[config.mk]
export PLATFORM = sky130hd
export DESIGN_NAME = obd_pid_response_decoder_top
export DESIGN_NICKNAME = d
export VERILOG_FILES = /design/src/obdpid_pkg.sv /design/src/obd_pid_response_decoder_top.sv
export SDC_FILE = /design/constraint.sdc
export NUM_CORES = 1
export LEC_CHECK = 0
export BUFFER_PORTS_ARGS = -buffer_cell sky130_fd_sc_hd__buf_2
export CAP_MARGIN = 20
export CORE_MARGIN = 2
export CORE_UTILIZATION = 60
export DETAILED_ROUTE_END_ITERATION = 7
export PLACE_DENSITY = 0.89
export SYNTH_ARGS = -nofsm -noshare
export SYNTH_HDL_FRONTEND = slang
export SYNTH_SLANG_ARGS = --single-unit
[constraint.sdc]
create_clock -name clk_i -period 10 [get_ports clk_i]
set_input_delay 0 -clock clk_i [delete_from_list [all_inputs] [get_ports clk_i]]
set_output_delay 0 -clock clk_i [all_outputs]
set_load 0.01 [all_outputs]
[src/obdpid_pkg.sv]
// Package for the mode 01 PID reply decoder: quantity codes, header strings,
// character classes and the hex helpers.
// No dependencies.
`timescale 1ns / 1ps
`default_nettype none

package obdpid_pkg;

  localparam int unsigned CHAR_W  = 8;
  localparam int unsigned QTY_W   = 3;
  localparam int unsigned VALUE_W = 15;
  localparam int unsigned WIN_DEPTH = 8;
  localparam int unsigned CNT_W   = $clog2(WIN_DEPTH + 1);

  // Quantity codes as they appear on the result port
  typedef enum logic [QTY_W-1:0] {
    QTY_TEMP      = 3'd0,
    QTY_AIR_FLOW  = 3'd1,
    QTY_RPM       = 3'd2,
    QTY_THROTTLE  = 3'd3,
    QTY_FUEL_TRIM = 3'd4,
    QTY_SPEED     = 3'd5
  } qty_e;

  // Headers, first character in the top byte
  localparam logic [31:0] HDR_TEMP      = "4105";
  localparam logic [31:0] HDR_FUEL_TRIM = "4106";
  localparam logic [31:0] HDR_SPEED     = "410D";
  localparam logic [31:0] HDR_THROTTLE  = "4111";
  localparam logic [31:0] HDR_AIR_FLOW  = "4110";
  localparam logic [31:0] HDR_RPM       = "410C";

  // Reciprocals for the constant divisions
  localparam logic [16:0] AF_RECIP  = 17'd83887;  // x / 100 for 16-bit x
  localparam int unsigned AF_SHIFT  = 23;
  localparam logic [12:0] THR_RECIP = 13'd6426;   // a * 100 / 255 for 8-bit a
  localparam int unsigned THR_SHIFT = 14;

  // Letter, digit or underscore
  function automatic logic is_word(input logic [CHAR_W-1:0] c);
    return ((c >= "0") && (c <= "9")) || ((c >= "A") && (c <= "Z")) ||
           ((c >= "a") && (c <= "z")) || (c == "_");
  endfunction

  // Returns {valid, nibble}
  function automatic logic [4:0] hex_nib(input logic [CHAR_W-1:0] c);
    logic [CHAR_W-1:0] d;
    d = '0;
    if ((c >= "0") && (c <= "9")) begin
      d = c - CHAR_W'("0");
      return {1'b1, d[3:0]};
    end else if ((c >= "A") && (c <= "F")) begin
      d = c - CHAR_W'("A") + CHAR_W'(10);
      return {1'b1, d[3:0]};
    end else if ((c >= "a") && (c <= "f")) begin
      d = c - CHAR_W'("a") + CHAR_W'(10);
      return {1'b1, d[3:0]};
    end
    return 5'd0;
  endfunction

  // Two characters as one byte; a pair with any non-hex character reads as 0
  function automatic logic [7:0] hex_pair(input logic [CHAR_W-1:0] hi,
                                          input logic [CHAR_W-1:0] lo);
    logic [4:0] h;
    logic [4:0] l;
    h = hex_nib(hi);
    l = hex_nib(lo);
    if (h[4] && l[4]) begin
      return {h[3:0], l[3:0]};
    end
    return 8'd0;
  endfunction

endpackage

`default_nettype wire

[src/obd_pid_response_decoder_top.sv]
// Mode 01 PID reply decoder: ASCII bytes in, decoded quantities out.
// An accepted input beat passes through the input register and then the result register.
// Throughput: one byte per cycle; the input register and the result register
// each hold one beat, and a stall on the result side backs up one stage.
// Reset (async, active low) empties both stages and clears the window/count.
// Depends on obdpid_pkg.
`timescale 1ns / 1ps
`default_nettype none

module obd_pid_response_decoder_top (
  input  wire logic                                  clk_i,
  input  wire logic                                  rst_ni,
  input  wire logic                                  in_valid_i,
  output logic                                       in_stall_o,
  input  wire logic [obdpid_pkg::CHAR_W-1:0]         char_in_i,
  input  wire logic                                  end_of_chunk_i,
  output logic                                       out_valid_o,
  input  wire logic                                  out_stall_i,
  output logic [obdpid_pkg::QTY_W-1:0]               quantity_o,
  output logic signed [obdpid_pkg::VALUE_W-1:0]      value_o
);
  import obdpid_pkg::*;

  // Input register
  logic              in_valid_q, in_valid_d;
  logic [CHAR_W-1:0] char_q;
  logic              eoc_q;
  logic              in_accept;
  logic              advance;

  // Window state, entry 0 oldest
  logic [CHAR_W-1:0] win_q [WIN_DEPTH];
  logic [CHAR_W-1:0] win_d [WIN_DEPTH];
  logic [CNT_W-1:0]  cnt_q, cnt_d;

  // Result register
  logic                      out_valid_q, out_valid_d;
  logic [QTY_W-1:0]          qty_q;
  logic signed [VALUE_W-1:0] val_q;

  // Decode
  logic [CHAR_W-1:0]         nw [WIN_DEPTH];
  logic [CNT_W-1:0]          cnt_new;
  logic                      kept;
  logic [31:0]               hdr8, hdr6;
  logic [7:0]                pa8, pb8, pa6;
  logic [32:0]               af_prod;
  logic [20:0]               thr_prod;
  logic signed [8:0]         ft_s;
  logic signed [15:0]        ft_p;
  logic signed [15:0]        ft_q;
  logic                      found;
  qty_e                      qty;
  logic signed [VALUE_W-1:0] val;

  assign advance    = in_valid_q && (!out_valid_q || !out_stall_i);
  assign in_stall_o = in_valid_q && !advance;
  assign in_accept  = in_valid_i && !in_stall_o;

  always_comb begin
    in_valid_d = in_valid_q;
    if (in_accept) begin
      in_valid_d = 1'b1;
    end else if (advance) begin
      in_valid_d = 1'b0;
    end
  end

  always_ff @(posedge clk_i or negedge rst_ni) begin
    if (!rst_ni) begin
      in_valid_q <= 1'b0;
    end else begin
      in_valid_q <= in_valid_d;
    end
  end

  always_ff @(posedge clk_i) begin
    if (in_accept) begin
      char_q <= char_in_i;
      eoc_q  <= end_of_chunk_i;
    end
  end

  // Window as it stands once this byte is shifted in
  assign kept = is_word(char_q);

  always_comb begin
    for (int i = 0; i < WIN_DEPTH - 1; i++) begin
      nw[i] = win_q[i+1];
    end
    nw[WIN_DEPTH-1] = char_q;
    cnt_new = (cnt_q < CNT_W'(WIN_DEPTH)) ? cnt_q + CNT_W'(1) : cnt_q;
  end

  assign hdr8 = {nw[0], nw[1], nw[2], nw[3]};
  assign hdr6 = {nw[2], nw[3], nw[4], nw[5]};
  assign pa8  = hex_pair(nw[4], nw[5]);
  assign pb8  = hex_pair(nw[6], nw[7]);
  assign pa6  = hex_pair(nw[6], nw[7]);

  assign af_prod  = 33'({pa8, pb8}) * 33'(AF_RECIP);
  assign thr_prod = 21'(pa6) * 21'(THR_RECIP);

  // Fuel trim: divide by 128 rounding toward zero
  assign ft_s = $signed({1'b0, pa6}) - 9'sd128;
  assign ft_p = 16'(ft_s) * 16'sd100;
  assign ft_q = ft_p[15] ? ((ft_p + 16'sd127) >>> 7) : (ft_p >>> 7);

  always_comb begin
    found = 1'b0;
    qty   = QTY_TEMP;
    val   = '0;
    if (kept && (cnt_new >= CNT_W'(8)) && (hdr8 == HDR_AIR_FLOW)) begin
      found = 1'b1;
      qty   = QTY_AIR_FLOW;
      val   = VALUE_W'(af_prod[32:AF_SHIFT]);
    end else if (kept && (cnt_new >= CNT_W'(8)) && (hdr8 == HDR_RPM)) begin
      found = 1'b1;
      qty   = QTY_RPM;
      val   = VALUE_W'({pa8, pb8[7:2]});
    end else if (kept && (cnt_new >= CNT_W'(6))) begin
      unique case (hdr6)
        HDR_TEMP: begin
          found = 1'b1;
          qty   = QTY_TEMP;
          val   = VALUE_W'(pa6) - VALUE_W'(40);
        end
        HDR_THROTTLE: begin
          found = 1'b1;
          qty   = QTY_THROTTLE;
          val   = VALUE_W'(thr_prod[20:THR_SHIFT]);
        end
        HDR_FUEL_TRIM: begin
          found = 1'b1;
          qty   = QTY_FUEL_TRIM;
          val   = VALUE_W'(ft_q);
        end
        HDR_SPEED: begin
          found = 1'b1;
          qty   = QTY_SPEED;
          val   = VALUE_W'(pa6);
        end
        default: begin
          found = 1'b0;
        end
      endcase
    end
  end

  // Window update: shift on a kept byte, clear after the last byte of a chunk
  always_comb begin
    win_d = win_q;
    cnt_d = cnt_q;
    if (advance) begin
      if (kept) begin
        win_d = nw;
        cnt_d = cnt_new;
      end
      if (eoc_q) begin
        for (int i = 0; i < WIN_DEPTH; i++) begin
          win_d[i] = '0;
        end
        cnt_d = '0;
      end
    end
  end

  always_ff @(posedge clk_i or negedge rst_ni) begin
    if (!rst_ni) begin
      for (int i = 0; i < WIN_DEPTH; i++) begin
        win_q[i] <= '0;
      end
      cnt_q <= '0;
    end else begin
      win_q <= win_d;
      cnt_q <= cnt_d;
    end
  end

  // Result register: reload whenever it is free or being drained
  always_comb begin
    out_valid_d = out_valid_q;
    if (!out_valid_q || !out_stall_i) begin
      out_valid_d = advance && found;
    end
  end

  always_ff @(posedge clk_i or negedge rst_ni) begin
    if (!rst_ni) begin
      out_valid_q <= 1'b0;
    end else begin
      out_valid_q <= out_valid_d;
    end
  end

  always_ff @(posedge clk_i) begin
    if (advance && found) begin
      qty_q <= qty;
      val_q <= val;
    end
  end

  assign out_valid_o = out_valid_q;
  assign quantity_o  = qty_q;
  assign value_o     = val_q;

endmodule

`default_nettype wire

Word level (Yosys, flattened, before mapping):

Index checks and enable logic that the tools add are counted.
W data, S select, Z words.

* add/subtract/negate cells: 24
* multipliers: 3
* divide/modulo/power cells: 0
* order comparisons: 29
* equality and inequality tests: 7
* shift operators: 0
* muxes and demuxes: 53
* bitwise gates (word level): 1
* reduce and logical (&&, ||, !) cells: 37

Operators with widths (count)
* $eq A32 B30 Y1 const B: 6
* $mux W56: 2
* $le A8 B7 Y1 const B: 10
* $mux W5: 16
* $ge A8 B7 Y1 const B: 8
* $pmux W15 S4: 1
* $sub A4 B1 Y4 const B: 12
* $mul A16 B17 Y33 const B: 1
* $add A4 B4 Y4 const B: 8
* $ge A8 B6 Y1 const B: 4
* $le A8 B6 Y1 const B: 4
* $mux W8: 4
* $mux W14: 2
* $logic_and A1 B1 Y1: 24
* $mul A8 B12 Y20 const B: 1
* $mux W1: 20
* $add A16 B8 Y16 const B: 1
* $mux W15: 1
* $mul A9 B6 Y14 const B: 1
* $mux W4: 3
* $mux W10: 1
* $pmux W3 S3: 1
* $sub A8 B6 Y9 const B: 1
* $sub A8 B8 Y9 const B: 1
* other kinds (13): 21

* flip-flop bits (word level): 89
* latch bits: 0
* RAM bits: 0
* memory bits (read-only): 0
* input port bits: 13
* output and inout port bits: 20
* logic and storage cells: 171
* memories: 0

Depth between registers and ports, before layout:

Gate-level depths: netlist of the first run.

* depth in word-level cells: 17
* mapped depth: 30
* gate-level depth less buffers: 30

Worst setup path before layout of the first run:

OpenSTA, ideal clock, no wires.

* path kind: register -> register
* start: register char_q[0]
* end: register val_q[8], in the netlist value_o[8], data pin
* setup time: 0.261 ns
* arrival: 8.042 ns
* data required time: 9.739 ns
* slack: 1.698 ns
* stages on the path, launching flop included: 29
* buffers on the path: 0
* clock period less this slack: 8.302 ns
* cells stage by stage: edfxtp_1 -> inv_1 -> ha_1 -> or3b_1 -> a31oi_1 -> a211o_1 -> nor3_1 -> inv_1 -> ha_1 -> inv_1 -> fa_1 -> inv_1 -> fa_1 -> inv_1 -> fa_1 -> fa_1 -> inv_1 -> fa_1 -> inv_1 -> ha_1 -> a21oi_1 -> o21ai_0 -> a221o_1 -> or3_1 -> o221a_2 -> nand2_1 -> o21ai_0 -> xnor2_1 -> a221o_1

* word-level cells in the longest chain between the ends: 17
* elaborated cells between the ends (all ways): 47
* those cells by class: 8 x add/sub; 2 x mul; 8 x order compare; 1 x eq/ne; 15 x mux; 13 x reduce/logical

RTL lines
* start: declaration: RTL line obd_pid_response_decoder_top.sv:26 `logic [CHAR_W-1:0] char_q;`
* start signal: assignment: RTL line obd_pid_response_decoder_top.sv:79 `char_q <= char_in_i;`
* branches (longest 16 deep; another with $add A16 B8 Y16)
* $mux W10 *: RTL line obd_pid_response_decoder_top.sv:113 `if (kept && (cnt_new >= CNT_W'(8)) && (hdr8 == HDR_AIR_FLOW)) begin`
* net val[8]: RTL line obd_pid_response_decoder_top.sv:54 `logic signed [VALUE_W-1:0] val;`
* end signal: assignment: RTL line obd_pid_response_decoder_top.sv:199 `val_q <= val;`
* end: declaration: RTL line obd_pid_response_decoder_top.sv:39 `logic signed [VALUE_W-1:0] val_q;`

Mark *: on every way through the listed nets, which the timed path passes. The select of a mux whose other input is x is not followed.
A chain may end at the register's enable or synchronous reset.

Worst setup path in the final report of the first run:

Ends and elaborated chain as after synthesis.

==> results.toml, run 1 <==
[grt]
grt-ovfl-total = 0
grt_pass1_vias = 8911
groute.usage.overall = 0.280
antenna_found_initial = 0
grt_max_degree = 63
grt_pass1_wl_mm = 44.7

[clock_tree]
cts_sinks = 89
post_cts_buffers = 0
clock_latency_ns = 0.34
numCtsBuffers = 9
cts_resized = 0
cts_tree = "done"
clock_path_buffers = 2
holdBufCountCts = 12
cts_root_buf = "clkbuf_16"
htree_levels = 3
path_clk_slew_ns = 0.07

[min_path]
hold_path_class = "in2reg"

[drt]
viasPerCell = 6.00
antenna_left = 0
vias = 8544
dr.pass1.iters = 5
route.detailed.drc = 0
drt-total-wl_mm = 26.8
drt_iter0_drc = 605
wire_per_inst_um = 18.9

[sta]
drv_slew = 0
period_share = 0.813
tns_ns = 0
finalCriticalPeriod_ns = 8.13
worst_clock_skew_ns = 0.0129
max_freq_ghz = 0.123
rsz0062_at_grt = "false"
hold_violations = 0
whs_ns = 0.0548
setup_viol = 0
slew_headroom = 0.350
tightest_slew_ns = 0.975

[synth]
async_reset_ff_frac = 0.697
ys_types = 84
ys_warn_count = 0
synthFlopType = "dfrtp_1"
avgSynthCellArea_um2 = 10.1
syn_nets = 1488
yosysSeqAreaShare = 0.205
ys_seq_elements = 89
synth_area_mm2 = 0.0115
synth_edf_count = 27
syn_inst = 1138

[cells_and_area]
register_area_mm2 = 0.00236
area_growth_pct = 8.17
drive_gt1_frac = 0.0740
fillers = 1340
finalInstanceArea_mm2 = 0.0125
multiInputGateArea_mm2 = 0.00819
fin_util = 0.665
diodes = 0
stdcell_count = 1423
final_nets = 1534

[place]
gp_congestion = 0.964
hpwl_mm = 21.8
place_area_mm2 = 0.0120
placedCellCount = 1395
io_buffers = 32

[critical_path]
endpoint_kind = "flip-flop"
path_common_cell = "inv_1"
crit_start = "char_q[0]"
timing.rr.start = "char_q[0]"
setup.worst_path.end = "value_o[8]"
critPathLaunchType = "flip-flop"
path_class = "reg2reg"
slowest_stage = "nor3_2"
cp_max_fo = 8
cp_data_arrival_time_ns = 8.23
reg2reg_to = "value_o[8]"
cp.required_ns = 10.10
slowest_delay_ns = 0.61
reg2regPathDepth = 28
reg2reg_slack_ns = 1.87

[job]
maxCapViolCount = 0

[floorplanning]
rows = 50
fp.coreArea_mm2 = 0.0188
die_area_mm2 = 0.0204
die_x_um = 143
die_y_um = 143
io_pins = 33
start_util = 0.615

[power_and_ir_drop]
peakVddDrop_v = 0.0000694
p_per_area_mw_per_mm2 = 67.6
p_leak_uw = 0.00705

[outcome]
status = "completed"
## power breakdown
part / internal, µW / switching (µW)
registers: 383 / 16.2
logic: 30.3 / 48.0
clock network: 223 / 143
total: 636 / 207
## synthesized netlist by cell type (3+ instances only)
cell type  count  area share
nand3_1       13      0.0056
a22o_1        55       0.042
nor2_1        40       0.013
o21ai_1        6      0.0026
a21o_1        16       0.010
nand3b_1       4      0.0026
o21a_1         6      0.0039
mux2i_1        7      0.0061
and3b_1        3      0.0023
and3_1         5      0.0027
xnor2_1       24       0.018
nor4_1         7      0.0038
nor4b_1        4      0.0030
a31oi_1       10      0.0054
o211ai_1       4      0.0026
or3_1          3      0.0016
clkbuf_1      20      0.0065
nand2_1       41       0.013
nor3_1        13      0.0056
nand2b_1       8      0.0043
a211oi_1       6      0.0039
and2_1         6      0.0033
o221ai_1       7      0.0053
ha_1         223        0.24
o21ai_0       21      0.0091
o21bai_1       6      0.0039
a21oi_1       25       0.011
a211o_1        3      0.0023
nor2b_1        6      0.0033
edfxtp_1      27       0.070
xor2_1        15       0.011
dfrtp_1       62        0.13
or4_1          3      0.0020
a22oi_1        3      0.0020
a221o_1        4      0.0035
o31a_1         3      0.0023
nand4_1        8      0.0043
or2_2          3      0.0016
inv_1        246       0.080
fa_1         114        0.20
## cell usage in the layout, fill, tap and decap left out, types with 5 or more instances in the layout
cell type / instances
o21a_1: 6
nand2_1: 41
a22o_1: 55
clkbuf_16: 9
fa_1: 114
nand4_1: 8
mux2i_1: 7
o21bai_1: 6
edfxtp_1: 27
nand2b_1: 8
ha_1: 223
buf_2: 32
o221ai_1: 7
a31oi_1: 9
a211oi_1: 6
buf_4: 13
xnor2_1: 24
o21ai_1: 6
dfrtp_1: 62
and3_1: 5
nand3_1: 13
nor2_1: 40
inv_1: 246
nor4_1: 7
o21ai_0: 21
nor2b_1: 6
a21oi_1: 25
and2_1: 6
a21o_1: 16
dlygate4sd3_1: 12
nor3_1: 10
xor2_1: 15
## worst min path at each step
| stage | to | cells past startpoint | from |
|---|---|---|---|
| detailed placement | char_q[5] | 1 | char_in_i[5] |
| global placement | eoc_q | 1 | end_of_chunk_i |
| finish | out_valid_o | 3 | out_stall_i |
| floorplan | cnt_q[0] | 0 | rst_ni |
| CTS | out_valid_o | 3 | out_stall_i |
| global route | out_valid_o | 3 | out_stall_i |
## worst max-delay path, delay by kind of cell, from the launching register on
| kind | cells | cell delay (ns) |
|---|---|---|
| fa+ha+maj | 8 | 3.46 |
| xor+xnor | 1 | 0.15 |
| compound gates | 8 | 1.83 |
| flops | 1 | 0.48 |
| buf+inv | 7 | 0.74 |
| simple gates | 4 | 1.23 |
## cell type report
cell class,instances,area share
tap,234,0.0235
sequential,89,0.189
clock inverter,6,0.00782
timing repair buffer,57,0.0303
clock buffer,10,0.0183
multi-input combinational,779,0.656
inverter,248,0.0746
## layer usage
layer | GRT usage | vias to the layer above | share of wire
met1 | 0.367 | 4121 | 0.41
li1 | - | 3980 | -
met4 | 0.0839 | 0 | 0.029
met5 | 0 | - | 0
met2 | 0.471 | 373 | 0.48
met3 | 0.0573 | 70 | 0.075
## state kept, by name, summed over array words and instances, names as in the netlist, 3 cells and up
name / count
char_q: 8
cnt_q: 4
hdr6: 32
hdr8: 16
nw: 8
quantity_o: 3
value_o: 15
## per-stage QoR
| stage | power [µW] | worst slack [ns] |
|---|---|---|
| floorplan | 452 | 1.70 |
| global placement | 474 | 2.20 |
| detailed placement | 478 | 1.93 |
| CTS | 847 | 1.88 |
| global route | 874 | 1.42 |
| finish | 844 | 1.87 |
## logic make-up after synthesis
kind of cell	after synthesis	share of synthesized area
and+or+nand+nor	186	0.0910
buffers and inverters	270	0.0881
adders and majority gates	337	0.440
AOI/OAI and AO/OA	205	0.135
DFF	89	0.205
muxes	11	0.0106
xor gates and xnor gates	40	0.0310
No activity file was read; power rests on OpenSTA's default activity.
==> run 2: changes to the inputs <==
--- a/config.mk
+++ b/config.mk
@@ -5,6 +5,7 @@
 export SDC_FILE = /design/constraint.sdc
 export NUM_CORES = 1
 export LEC_CHECK = 0
+export ABC_AREA = 1
 export BUFFER_PORTS_ARGS = -buffer_cell sky130_fd_sc_hd__buf_2
 export CAP_MARGIN = 20
 export CORE_MARGIN = 2
==> constraint.sdc (replaced) <==
create_clock -name clk_i -period 8.05 [get_ports clk_i]
set_input_delay 0 -clock clk_i [delete_from_list [all_inputs] [get_ports clk_i]]
set_output_delay 0 -clock clk_i [all_outputs]
set_load 0.01 [all_outputs]
==> run 2 against run 1 <==
  * Register-to-register slack got worse by 1.4 ns
  * Highest routed layer unchanged
  * Critical path depth increased by 5
  * Largest power group unchanged
  * Clock skew is 0.0062 ns lower
  * Critical path type unchanged
  * Sequential share of layout area is 1.3 points lower
  * Flip-flop and latch count did not move
  * First-iteration DRC count is 67% higher
==> results.toml, run 2 <==
[outcome]
status = "completed"

[sta]
tns_ns = 0
tightest_slew_ns = 1.07
finalCriticalPeriod_ns = 7.56
worst_clock_skew_ns = 0.00672
slew_headroom = 0.281
hold_violations = 0
setup_viol = 0
rsz0062_at_grt = "true"
period_share = 0.939
max_freq_ghz = 0.132
drv_slew = 0

[cells_and_area]
final_common_cell = "inv_1"
diodes = 0
final_cell_mix = "inv_1, ha_1, nand2_1"
largest_reg_flops = 32
area_growth_pct = 7.69
final_nets = 1915
fin_util = 0.660
stdcell_count = 1840
drive_gt1_frac = 0.0745
finalInstanceArea_mm2 = 0.0134

[critical_path]
cp_max_fo = 8
path_common_cell = "inv_1"
path_class = "reg2reg"
critPathLaunchType = "flip-flop"
slowest_delay_ns = 0.62
slowest_stage = "fa_1"
cp.required_ns = 8.15
cp_data_arrival_time_ns = 7.66
endpoint_kind = "flip-flop"

[synth]
yosysSeqAreaShare = 0.190
synth_most_common_cell = "inv_1"
yosys.area_share.simple = 0.169
ys_seq_elements = 89
yosys.area.top_type = "ha_1"
async_reset_ff_frac = 0.697
syn_nets = 1861
ys_types = 53
avgSynthCellArea_um2 = 8.24
synthFlopType = "dfrtp_1"
ys_warn_count = 0
synth_fa_ha_area_frac = 0.407
synth_top_area_share = 0.224
syn_inst = 1511
synth_compound_area_frac = 0.0959
synth_edf_count = 27
yosys-top-cells-area = "ha_1, fa_1, dfrtp_1"
synth_mux_area_frac = 0.000804
synth_common_cells = "inv_1, ha_1, nand2_1"
synth_area_mm2 = 0.0124
synth_xor_xnor_area_share = 0.0148
synth_top_family_by_area = "adder cells"

[power_and_ir_drop]
power_switching_share = 0.277
power_frac_seq = 0.481
p_leak_uw = 0.00771
peakVddDrop_v = 0.000149
p_per_area_mw_per_mm2 = 74.6
p_comb_frac = 0.086
switchingPower_uw = 277
p_clk_frac = 0.433
p_int_uw = 723

[clock_tree]
path_clk_slew_ns = 0.07
numCtsBuffers = 9
clock_latency_ns = 0.35
cts_root_buf = "clkbuf_16"
htree_levels = 3
cts_tree = "done"
clock_path_buffers = 2
cts_sinks = 89

[place]
place_area_mm2 = 0.0130
gp_congestion = 1.02
hpwl_mm = 26.8
io_buffers = 32
placedCellCount = 1812

[grt]
grt-ovfl-total = 0
grt_pass1_wl_mm = 53.1
grt_pass1_vias = 10740
antenna_found_initial = 0
groute.usage.overall = 0.308
grt_max_degree = 63

[drt]
antenna_left = 0
drt_iter0_drc = 1013
drt-total-wl_mm = 32.7
dr.pass1.iters = 6
viasPerCell = 5.75
wire_per_inst_um = 17.8
route.detailed.drc = 0
vias = 10582

[min_path]
hold_path_class = "in2async"

[floorplanning]
die_area_mm2 = 0.0219
fp.coreArea_mm2 = 0.0203
io_pins = 33
die_y_um = 148
start_util = 0.613
die_x_um = 148
rows = 52

[job]
maxCapViolCount = 0
-- run 2: cell count changes after synthesis, moves of 12 or more --
cell      change
a22o_1       -55
o21ai_0      +14
nand3_1      +65
inv_1       +132
a21o_1       -12
xnor2_1      -20
a21oi_1      +39
nand2_1     +178
o22ai_1      +53
nor2_1       +38
clkbuf_1     -14
-- run 2: layout make-up --
class | count | area, µm²
inverters | 390 | 1460
repair buffers | 56 | 370
flip-flops and latches | 89 | 2360
multi-input cells | 1019 | 8570
fillers | 1629 | 6890
clock inverters | 7 | 78.8
well taps | 270 | 338
clock buffers | 9 | 225
-- run 2: critical path: cells and delay by family, from the launching register on --
| kind | cells | cell delay [ns] |
|---|---|---|
| fa+ha+maj | 8 | 3.56 |
| simple gates | 14 | 2.17 |
| buf+inv | 7 | 0.67 |
| compound gates | 4 | 0.45 |
| flops | 1 | 0.41 |
-- run 2: worst paths after layout --
check	cells past startpoint	startpoint	slack [ns]	endpoint
setup reg to reg	33	hdr6[1]	0.49	value_o[7]
max in group asynchronous	3	rst_ni	7.19	cnt_q[2]
setup / recovery	33	hdr6[1]	0.49	value_o[7]
min in group clk_i	2	char_in_i[7]	0.36	char_q[7]
hold / removal	3	rst_ni	0.35	hdr8[23]
hold reg to reg	1	cnt_q[0]	0.51	cnt_q[0]
-- run 2: metal layers --
layer  wire length (µm)  GRT usage  vias up
li1                   -          -     4956
met1              13700      0.413     5094
met2              15400      0.513      447
met3               2420     0.0444       85
met4               1120      0.111        0
met5                  0          0        -
-- run 2: kinds of logic (layout without fill, tap and decap cells) --
family / after synthesis / count (layout)
xor gates and xnor gates: 21 / 21
muxes: 1 / 1
AOI/OAI and AO/OA: 200 / 200
DFF: 89 / 89
adders and majority gates: 337 / 337
buffers and inverters: 403 / 462
and+or+nand+nor: 460 / 460
-- run 2: power by group through the flow --
stage	registers [µW]	clock network, µW	logic (µW)
after floorplan	487	0	56.0
after global placement	490	0	76.9
after detailed placement	490	0	78.9
after CTS	481	431	83.7
after global routing	482	450	95.9
final	481	433	85.8
-- run 2: through the flow --
| stage | hold slack [ns] | setup WS, ns | power, µW |
|---|---|---|---|
| after floorplan | -0.296 | 1.29 | 543 |
| after global placement | 0.178 | 0.933 | 566 |
| after detailed placement | 0.180 | 0.582 | 569 |
| after CTS | 0.354 | 0.540 | 995 |
| after global routing | 0.374 | -0.0375 | 1030 |
| final | 0.346 | 0.494 | 1000 |
-- run 2: what timing repair did --
action / in CTS / in global routing
endpoints found under the setup margin: 0 / 2
setup buffers: 0 / 0
gates resized for setup: 0 / 1
hold buffers: 12 / 0
hold endpoints to repair: 73 / 0
